`config.mk`:
```
export PLATFORM = sky130hd
export DESIGN_NAME = motor_feedback_multiturn_decoder_top
export DESIGN_NICKNAME = d
export VERILOG_FILES = /design/src/mfmd_pkg.sv /design/src/motor_feedback_multiturn_decoder_top.sv /design/src/mfmd_front.sv /design/src/mfmd_queue.sv /design/src/mfmd_back.sv
export SDC_FILE = /design/constraint.sdc
export NUM_CORES = 1
export LEC_CHECK = 0
export ABC_AREA = 0
export BUFFER_PORTS_ARGS = -buffer_cell sky130_fd_sc_hd__buf_2
export CAP_MARGIN = 20
export CORE_ASPECT_RATIO = 1.25
export CORE_MARGIN = 2
export CORE_UTILIZATION = 59
export DETAILED_ROUTE_END_ITERATION = 10
export MAX_ROUTING_LAYER = met4
export PLACE_DENSITY = 0.8
export SLEW_MARGIN = 20
export SYNTH_ARGS = -nofsm -noshare
export SYNTH_HDL_FRONTEND = slang
export SYNTH_SLANG_ARGS = --single-unit
```
`constraint.sdc`:
```
create_clock -name clk -period 9.1 [get_ports clk]
set_input_delay 1.365 -clock clk [delete_from_list [all_inputs] [get_ports clk]]
set_output_delay 1.365 -clock clk [all_outputs]
set_load 0.01 [all_outputs]
```
`src/mfmd_pkg.sv`:
```
// Shared types, constants and register codes for the multi-turn feedback decoder.
`timescale 1ns / 1ps

package mfmd_pkg;

    // Default encoder counts for one mechanical turn
    localparam int CPT_DEFAULT = 8192;

    // Depth of the queue between the frame filter and the turn tracker
    localparam int QUEUE_DEPTH = 4;

    // Configuration port widths
    localparam int CFG_IDX_W  = 2;
    localparam int CFG_DATA_W = 16;

    // Stream widths
    localparam int IN_DATA_W  = 88;
    localparam int IN_USER_W  = 11;
    localparam int OUT_DATA_W = 136;

    // Field widths
    localparam int ID_W    = 11;
    localparam int TIME_W  = 32;
    localparam int WORD_W  = 16;
    localparam int TEMP_W  = 8;
    localparam int TURN_W  = 32;
    localparam int POS_W   = 46;

    // Configuration register indexes
    localparam logic [CFG_IDX_W-1:0] REG_FEEDBACK_ID  = 2'd0;
    localparam logic [CFG_IDX_W-1:0] REG_MIN_INTERVAL = 2'd1;

    // Register reset values
    localparam logic [ID_W-1:0]   FEEDBACK_ID_RST  = 11'd513;
    localparam logic [WORD_W-1:0] MIN_INTERVAL_RST = 16'd500;

    // Unpacked frame that passed the filter
    typedef struct packed {
        logic [TEMP_W-1:0]        temperature;
        logic signed [WORD_W-1:0] torque_current;
        logic signed [WORD_W-1:0] speed_rpm;
        logic [WORD_W-1:0]        encoder_angle;
    } frame_t;

    // Queue status seen by both sides
    typedef struct packed {
        logic full;
        logic empty;
    } queue_stat_t;

endpackage

```
`src/motor_feedback_multiturn_decoder_top.sv`:
```
// Top level of the multi-turn motor feedback decoder.
`timescale 1ns / 1ps
// A frame accepted at the input is stored in the queue, then passes the stage-one
// register and the output register. One frame per cycle: the filter takes a frame whenever
// the four-entry queue has room, the tracker drains one entry per cycle unless the output stalls.
// Reset (rst_n low, async): turn count, stored angle, last timestamp and
// queue clear; feedback_id returns to 513 and min_interval_us to 500.

module motor_feedback_multiturn_decoder_top #(
    parameter int COUNTS_PER_TURN = mfmd_pkg::CPT_DEFAULT
) (
    input  logic                            clk,
    input  logic                            rst_n,
    // Configuration writes
    input  logic                            cfg_valid,
    output logic                            cfg_ready,
    input  logic [mfmd_pkg::CFG_IDX_W-1:0]  cfg_index,
    input  logic [mfmd_pkg::CFG_DATA_W-1:0] cfg_data,
    // Received frames
    input  logic                            s_tvalid,
    output logic                            s_tready,
    // time_us[31:0], byte0..byte6 [39:32]..[87:80]
    input  logic [mfmd_pkg::IN_DATA_W-1:0]  s_tdata,
    // frame_id[10:0]
    input  logic [mfmd_pkg::IN_USER_W-1:0]  s_tuser,
    // Decoded results
    output logic                            m_tvalid,
    input  logic                            m_tready,
    // encoder_angle[15:0], speed_rpm[31:16], torque_current[47:32],
    // temperature[55:48], turn_count[87:56], total_position[133:88], zero pad
    output logic [mfmd_pkg::OUT_DATA_W-1:0] m_tdata
);
    import mfmd_pkg::*;

    queue_stat_t stat;
    frame_t      push_frame;
    frame_t      pop_frame;
    logic        push;
    logic        pop;

    assign cfg_ready = 1'b1;
    assign s_tready  = !stat.full;

    mfmd_front u_front (
        .clk        (clk),
        .rst_n      (rst_n),
        .cfg_wr     (cfg_valid && cfg_ready),
        .cfg_index  (cfg_index),
        .cfg_data   (cfg_data),
        .in_take    (s_tvalid && s_tready),
        .in_user    (s_tuser),
        .in_data    (s_tdata),
        .push       (push),
        .push_frame (push_frame)
    );

    mfmd_queue #(
        .DEPTH (QUEUE_DEPTH)
    ) u_queue (
        .clk        (clk),
        .rst_n      (rst_n),
        .push       (push),
        .push_frame (push_frame),
        .pop        (pop),
        .pop_frame  (pop_frame),
        .stat       (stat)
    );

    mfmd_back #(
        .COUNTS_PER_TURN (COUNTS_PER_TURN)
    ) u_back (
        .clk       (clk),
        .rst_n     (rst_n),
        .pop_frame (pop_frame),
        .stat      (stat),
        .pop       (pop),
        .m_tvalid  (m_tvalid),
        .m_tready  (m_tready),
        .m_tdata   (m_tdata)
    );

endmodule

```
`src/mfmd_front.sv`:
```
// Frame filter: identifier match, rate limit and big-endian unpacking.
`timescale 1ns / 1ps

module mfmd_front (
    input  logic                          clk,
    input  logic                          rst_n,
    input  logic                          cfg_wr,
    input  logic [mfmd_pkg::CFG_IDX_W-1:0]  cfg_index,
    input  logic [mfmd_pkg::CFG_DATA_W-1:0] cfg_data,
    input  logic                          in_take,
    input  logic [mfmd_pkg::IN_USER_W-1:0]  in_user,
    input  logic [mfmd_pkg::IN_DATA_W-1:0]  in_data,
    output logic                          push,
    output mfmd_pkg::frame_t              push_frame
);
    import mfmd_pkg::*;

    logic [ID_W-1:0]   feedback_id_reg;
    logic [WORD_W-1:0] min_interval_reg;
    logic [TIME_W-1:0] last_time_reg;
    logic [TIME_W-1:0] time_us;
    logic [TIME_W-1:0] elapsed;
    logic              id_ok;
    logic              gap_ok;

    assign time_us = in_data[TIME_W-1:0];
    assign elapsed = time_us - last_time_reg;
    assign id_ok   = (in_user == feedback_id_reg);
    assign gap_ok  = (elapsed >= {{(TIME_W-WORD_W){1'b0}}, min_interval_reg});
    assign push    = in_take && id_ok && gap_ok;

    // Payload bytes follow the timestamp; angle, speed and torque are high byte first
    assign push_frame.encoder_angle  = {in_data[39:32], in_data[47:40]};
    assign push_frame.speed_rpm      = {in_data[55:48], in_data[63:56]};
    assign push_frame.torque_current = {in_data[71:64], in_data[79:72]};
    assign push_frame.temperature    = in_data[87:80];

    // Configuration registers
    always_ff @(posedge clk or negedge rst_n)
    begin
        if (!rst_n)
        begin
            feedback_id_reg  <= FEEDBACK_ID_RST;
            min_interval_reg <= MIN_INTERVAL_RST;
        end
        else if (cfg_wr)
        begin
            case (cfg_index)
                REG_FEEDBACK_ID:  feedback_id_reg  <= cfg_data[ID_W-1:0];
                REG_MIN_INTERVAL: min_interval_reg <= cfg_data;
                default: ;
            endcase
        end
    end

    // Timestamp of the last frame let through
    always_ff @(posedge clk or negedge rst_n)
    begin
        if (!rst_n)
            last_time_reg <= '0;
        else if (push)
            last_time_reg <= time_us;
    end

endmodule

```
`src/mfmd_queue.sv`:
```
// Short queue of filtered frames between the filter and the turn tracker.
`timescale 1ns / 1ps

module mfmd_queue #(
    parameter int DEPTH = mfmd_pkg::QUEUE_DEPTH
) (
    input  logic                  clk,
    input  logic                  rst_n,
    input  logic                  push,
    input  mfmd_pkg::frame_t      push_frame,
    input  logic                  pop,
    output mfmd_pkg::frame_t      pop_frame,
    output mfmd_pkg::queue_stat_t stat
);
    import mfmd_pkg::*;

    localparam int PTR_W = (DEPTH > 1) ? $clog2(DEPTH) : 1;
    localparam int CNT_W = $clog2(DEPTH + 1);
    localparam logic [PTR_W-1:0] LAST_PTR = PTR_W'(DEPTH - 1);
    localparam logic [CNT_W-1:0] FULL_CNT = CNT_W'(DEPTH);

    frame_t            slot_reg [DEPTH];
    logic [PTR_W-1:0]  wr_ptr_reg;
    logic [PTR_W-1:0]  rd_ptr_reg;
    logic [CNT_W-1:0]  count_reg;
    logic              do_push;
    logic              do_pop;

    assign stat.full  = (count_reg == FULL_CNT);
    assign stat.empty = (count_reg == '0);
    assign do_push    = push && !stat.full;
    assign do_pop     = pop && !stat.empty;
    assign pop_frame  = slot_reg[rd_ptr_reg];

    // Storage
    always_ff @(posedge clk)
    begin
        if (do_push)
            slot_reg[wr_ptr_reg] <= push_frame;
    end

    // Pointers and fill count
    always_ff @(posedge clk or negedge rst_n)
    begin
        if (!rst_n)
        begin
            wr_ptr_reg <= '0;
            rd_ptr_reg <= '0;
            count_reg  <= '0;
        end
        else
        begin
            if (do_push)
                wr_ptr_reg <= (wr_ptr_reg == LAST_PTR) ? '0 : wr_ptr_reg + 1'b1;
            if (do_pop)
                rd_ptr_reg <= (rd_ptr_reg == LAST_PTR) ? '0 : rd_ptr_reg + 1'b1;
            if (do_push && !do_pop)
                count_reg <= count_reg + 1'b1;
            else if (do_pop && !do_push)
                count_reg <= count_reg - 1'b1;
        end
    end

endmodule

```
`src/mfmd_back.sv`:
```
// Turn tracker and position stage with the registered result output.
`timescale 1ns / 1ps

module mfmd_back #(
    parameter int COUNTS_PER_TURN = mfmd_pkg::CPT_DEFAULT
) (
    input  logic                           clk,
    input  logic                           rst_n,
    input  mfmd_pkg::frame_t               pop_frame,
    input  mfmd_pkg::queue_stat_t          stat,
    output logic                           pop,
    output logic                           m_tvalid,
    input  logic                           m_tready,
    output logic [mfmd_pkg::OUT_DATA_W-1:0] m_tdata
);
    import mfmd_pkg::*;

    localparam int PROD_W = TURN_W + 18;
    localparam logic signed [17:0]       HALF_TURN = 18'(COUNTS_PER_TURN / 2);
    localparam logic signed [PROD_W-1:0] CPT_WIDE  = PROD_W'(COUNTS_PER_TURN);
    localparam logic signed [TURN_W-1:0] TURN_MAX  = {1'b0, {(TURN_W-1){1'b1}}};
    localparam logic signed [TURN_W-1:0] TURN_MIN  = {1'b1, {(TURN_W-1){1'b0}}};

    // Turn state
    logic [WORD_W-1:0]        prev_angle_reg;
    logic signed [TURN_W-1:0] turns_reg;
    logic signed [TURN_W-1:0] turns_next;
    logic                     seen_first_reg;

    // Stage one: frame plus updated turn count
    logic                     s1_valid_reg;
    frame_t                   s1_frame_reg;
    logic signed [TURN_W-1:0] s1_turns_reg;

    // Output register
    logic                     out_valid_reg;
    frame_t                   out_frame_reg;
    logic signed [TURN_W-1:0] out_turns_reg;
    logic [POS_W-1:0]         out_pos_reg;

    logic                     s2_load;
    logic                     s1_ready;
    logic [WORD_W-1:0]        delta;
    logic signed [17:0]       delta_wide;
    logic signed [PROD_W-1:0] prod;
    logic [POS_W-1:0]         pos_next;

    assign s2_load  = s1_valid_reg && (!out_valid_reg || m_tready);
    assign s1_ready = !s1_valid_reg || s2_load;
    assign pop      = s1_ready && !stat.empty;

    // Signed angle jump since the previous frame
    assign delta      = pop_frame.encoder_angle - prev_angle_reg;
    assign delta_wide = {{2{delta[WORD_W-1]}}, delta};

    // Turn step with saturation; the first frame makes no step
    always_comb
    begin
        turns_next = turns_reg;
        if (seen_first_reg)
        begin
            if (delta_wide > HALF_TURN)
            begin
                if (turns_reg != TURN_MIN)
                    turns_next = turns_reg - 1'b1;
            end
            else if (delta_wide < -HALF_TURN)
            begin
                if (turns_reg != TURN_MAX)
                    turns_next = turns_reg + 1'b1;
            end
        end
    end

    always_ff @(posedge clk or negedge rst_n)
    begin
        if (!rst_n)
        begin
            prev_angle_reg <= '0;
            turns_reg      <= '0;
            seen_first_reg <= 1'b0;
        end
        else if (pop)
        begin
            prev_angle_reg <= pop_frame.encoder_angle;
            turns_reg      <= turns_next;
            seen_first_reg <= 1'b1;
        end
    end

    // Stage one register
    always_ff @(posedge clk or negedge rst_n)
    begin
        if (!rst_n)
            s1_valid_reg <= 1'b0;
        else if (s1_ready)
            s1_valid_reg <= pop;
    end

    always_ff @(posedge clk)
    begin
        if (pop)
        begin
            s1_frame_reg <= pop_frame;
            s1_turns_reg <= turns_next;
        end
    end

    // Position = angle + counts per turn * turns, low bits kept
    assign prod     = {{(PROD_W-TURN_W){s1_turns_reg[TURN_W-1]}}, s1_turns_reg} * CPT_WIDE;
    assign pos_next = prod[POS_W-1:0] +
                      {{(POS_W-WORD_W){1'b0}}, s1_frame_reg.encoder_angle};

    // Output register
    always_ff @(posedge clk or negedge rst_n)
    begin
        if (!rst_n)
            out_valid_reg <= 1'b0;
        else if (s2_load)
            out_valid_reg <= 1'b1;
        else if (m_tready)
            out_valid_reg <= 1'b0;
    end

    always_ff @(posedge clk)
    begin
        if (s2_load)
        begin
            out_frame_reg <= s1_frame_reg;
            out_turns_reg <= s1_turns_reg;
            out_pos_reg   <= pos_next;
        end
    end

    assign m_tvalid = out_valid_reg;
    assign m_tdata  = {2'b00, out_pos_reg, out_turns_reg, out_frame_reg.temperature,
                       out_frame_reg.torque_current, out_frame_reg.speed_rpm,
                       out_frame_reg.encoder_angle};

endmodule

```
==> results_dict.tcl <==
set metrics [dict create \
    drive_gt1_frac 0.2603 \
    arrival_ns 6.69 \
    utilization 0.6845 \
    cts_root_buf "clkbuf_16" \
    ys.warnings.count 0 \
    io_buffer_count 257 \
    largest_register_ffs 224 \
    wl_per_cell_um 20.04 \
    yosysTopAreaCell "edfxtp_1" \
    setup.worst_path.class "primary input to flip-flop" \
    avgSynthCellArea_um2 14.42 \
    cts_setup_buffers 0 \
    max_freq_mhz 160.0 \
    ios 261 \
    synth_xor_area_frac 0.04708 \
    dieHeight_um 232.1 \
    synth-compound-area-share 0.06650 \
    finalPower_uw 8260 \
    drv_cap 0 \
    timing.final.crit_share 0.6868 \
    synth_top_family_by_area "multiplexers" \
    die_w_um 186.5 \
    synthMuxAreaShare 0.08566 \
    period_minus_slack_ns 6.250 \
    switching_share 0.3240 \
    cts_sinks 550 \
    synth.top_cell.area_share 0.5295 \
    vias 14600 \
    hold_path_end "u_back.out_pos_reg[11]" \
    drc 0 \
    area_delta_synth_final_pct 14.63 \
    leakagePower_uw 0.01062 \
    core-area_um2 41120 \
    netlist_area_um2 24550 \
    antenna_found_initial 5 \
    hp-start "u_back.s1_frame_reg[11]" \
    clk_latency_ns 0.57 \
    synth.area.top_cells "edfxtp_1, dfrtp_1, mux4_2" \
    r2r_slack_ns 3.40 \
    ys_seq_elements 550 \
    setup_tns_ns 0 \
    slew_headroom 0.3832 \
    ys_types 86 \
    cp-start-kind "primary input" \
    drt-vias-per-instance 5.714 \
    hold_path.class "flip-flop to flip-flop" \
    maxSlewViolCount 0 \
    clk_pin_slew_ns 0.06 \
    status "finished clean" \
    grt_pass1_vias 14950 \
    synth-adder-area-share 0.04097 \
    rows 83 \
    r2r_start "u_queue.rd_ptr_reg[0]" \
    async_flop_share 0.2127 \
    ir_drop_uv 234.5 \
    gp_congestion 0.8987 \
    drtIter0Drc 1096 \
    p_per_area_nw_per_um2 293.5 \
    grt_pass1_wl_um 80850 \
    synth-simple-area-share 0.07959 \
    cts_buffers 50 \
    dp_hpwl_um 35260 \
    final_antenna_net_count 0 \
    cp.required_ns 9.54 \
    cts-resized-gates 0 \
    worstRegToRegCells 13 \
    fin_area_um2 28150 \
    cts_max_path_buffers 3 \
    setup_violations 0 \
    tightestPinTransition_ns 0.9253 \
    htree_num_levels 2 \
    wl_um 51210 \
    layout_common_cells "edfxtp_1, buf_2, nand2_1" \
    hold_violations 0 \
    post_dp_cell_area_um2 26420 \
    drt_pass1_iterations 6 \
    rsz0062_at_grt "no" \
    switchingPower_uw 2676 \
    dieArea_um2 43280 \
    power_frac_seq 0.444 \
    grt_start_max_net_pins 70 \
    internal_power_uw 5584 \
    layout_commonest_cell "edfxtp_1" \
    cts_tree "done" \
    skew_ns 0.01939 \
    initial_core_util 0.5971 \
    dominantRegCellSynth "edfxtp_1" \
    grt_use_total 0.2461 \
    globalRouteOverflowTotal 0 \
    netlist_instances 1703 \
    hold_buffers 0 \
    yosysSeqAreaShare 0.6492 \
    hold_depth 0 \
    crit_path_max_fanout 39 \
    r2r-end "u_back.s1_turns_reg[21]" \
    end_kind "flip-flop" \
    comb_power_share 0.295 \
    final_nets 2158 \
    synth_edf_count 433 \
    p_clk_frac 0.261 \
]
-- synthesized netlist by cell type, types with 6 or more instances --
library cell  instances
clkbuf_1             31
ha_1                 74
edfxtp_1            433
nor2b_1              14
and3_1               15
buf_2                14
a21oi_1              52
xor2_1               32
nand4_1              31
nor3_1               20
nand3_1              33
nor2_1               87
o21a_1                7
mux2_2               63
dfstp_2               8
buf_1                 7
mux4_2               56
buf_4                17
nand2_1             121
a211oi_1              7
a21o_1               24
nand2b_1             11
a32oi_1               6
dfrtp_1             109
and2_1                6
xnor2_1             100
o211ai_1             10
or3_1                13
o21ai_0              63
inv_1               103
nor4_1               18
-- power groups by stage --
stage	Clock, uW	Combinational (uW)	Sequential, uW
global route	2280	2700	3730
CTS	2200	2460	3670
global placement	0	2380	3690
floorplan	0	1760	3680
detailed placement	0	2440	3710
finish	2150	2440	3670
-- critical path, stage by stage --
cell	delay, ns
buf_2	0.13
inv_1	0.05
ha_1	0.22
fa_1	0.41
and2b_1	0.24
o2111ai_2	0.18
a2111oi_4	0.61
nor2_1	0.12
xnor2_1	0.15
ha_1	0.30
a21o_1	0.16
a221oi_1	0.23
o221ai_1	0.15
a211oi_1	0.19
nand4_1	0.11
nor4_1	0.33
or4_4	0.63
inv_1	0.13
ha_1	0.24
inv_1	0.07
fa_1	0.41
mux2_2	0.26
-- layer usage --
metal,part of all wire,track usage,vias to the layer above
met2,0.52,0.4255,493
met5,0,-,-
li1,-,-,6876
met4,0.033,0.08532,0
met1,0.39,0.2959,7115
met3,0.062,0.04050,116
-- through the flow --
step                      setup WS, ns  cells  hold slack (ns)
after global placement           2.239   2454           0.4014
after global routing             2.480   2555           0.4242
after floorplan                  1.657   1704           0.4003
after CTS                        2.854   2550           0.4169
final                            2.850   2555           0.4159
after detailed placement         2.287   2458           0.4045
-- cells by family (layout without fill, tap and decap cells) --
logic type,after synthesis,in the layout
xor+xnor,132,132
simple gates,397,397
other cells,2,8
flops,550,550
fa+ha+maj,78,78
mux,130,130
compound gates,239,239
buf+inv,175,469
-- worst max path at each step --
stage          startpoint                       to  cells after the start
2_1_floorplan  s_tdata[0]   u_queue.slot_reg[0][0]                     20
3_3_place_gp   s_tdata[0]  u_queue.slot_reg[2][34]                     20
3_5_place_dp   s_tdata[0]     u_queue.count_reg[1]                     22
4_1_cts        s_tdata[0]     u_queue.count_reg[1]                     22
5_1_grt        s_tdata[0]     u_queue.count_reg[1]                     22
6_report       s_tdata[0]     u_queue.count_reg[1]                     22
-- area by class of cell --
cell class / instances / area, um^2
sequential: 550 / 15950
fill: 2898 / 12980
multi-input combinational: 979 / 7908
timing repair buffer: 274 / 1489
clock buffer: 52 / 1259
tap: 552 / 690.7
clock inverter: 40 / 457.9
inverter: 103 / 386.6
antenna: 5 / 12.51
Note: power is estimated with default switching activity, not from simulation.
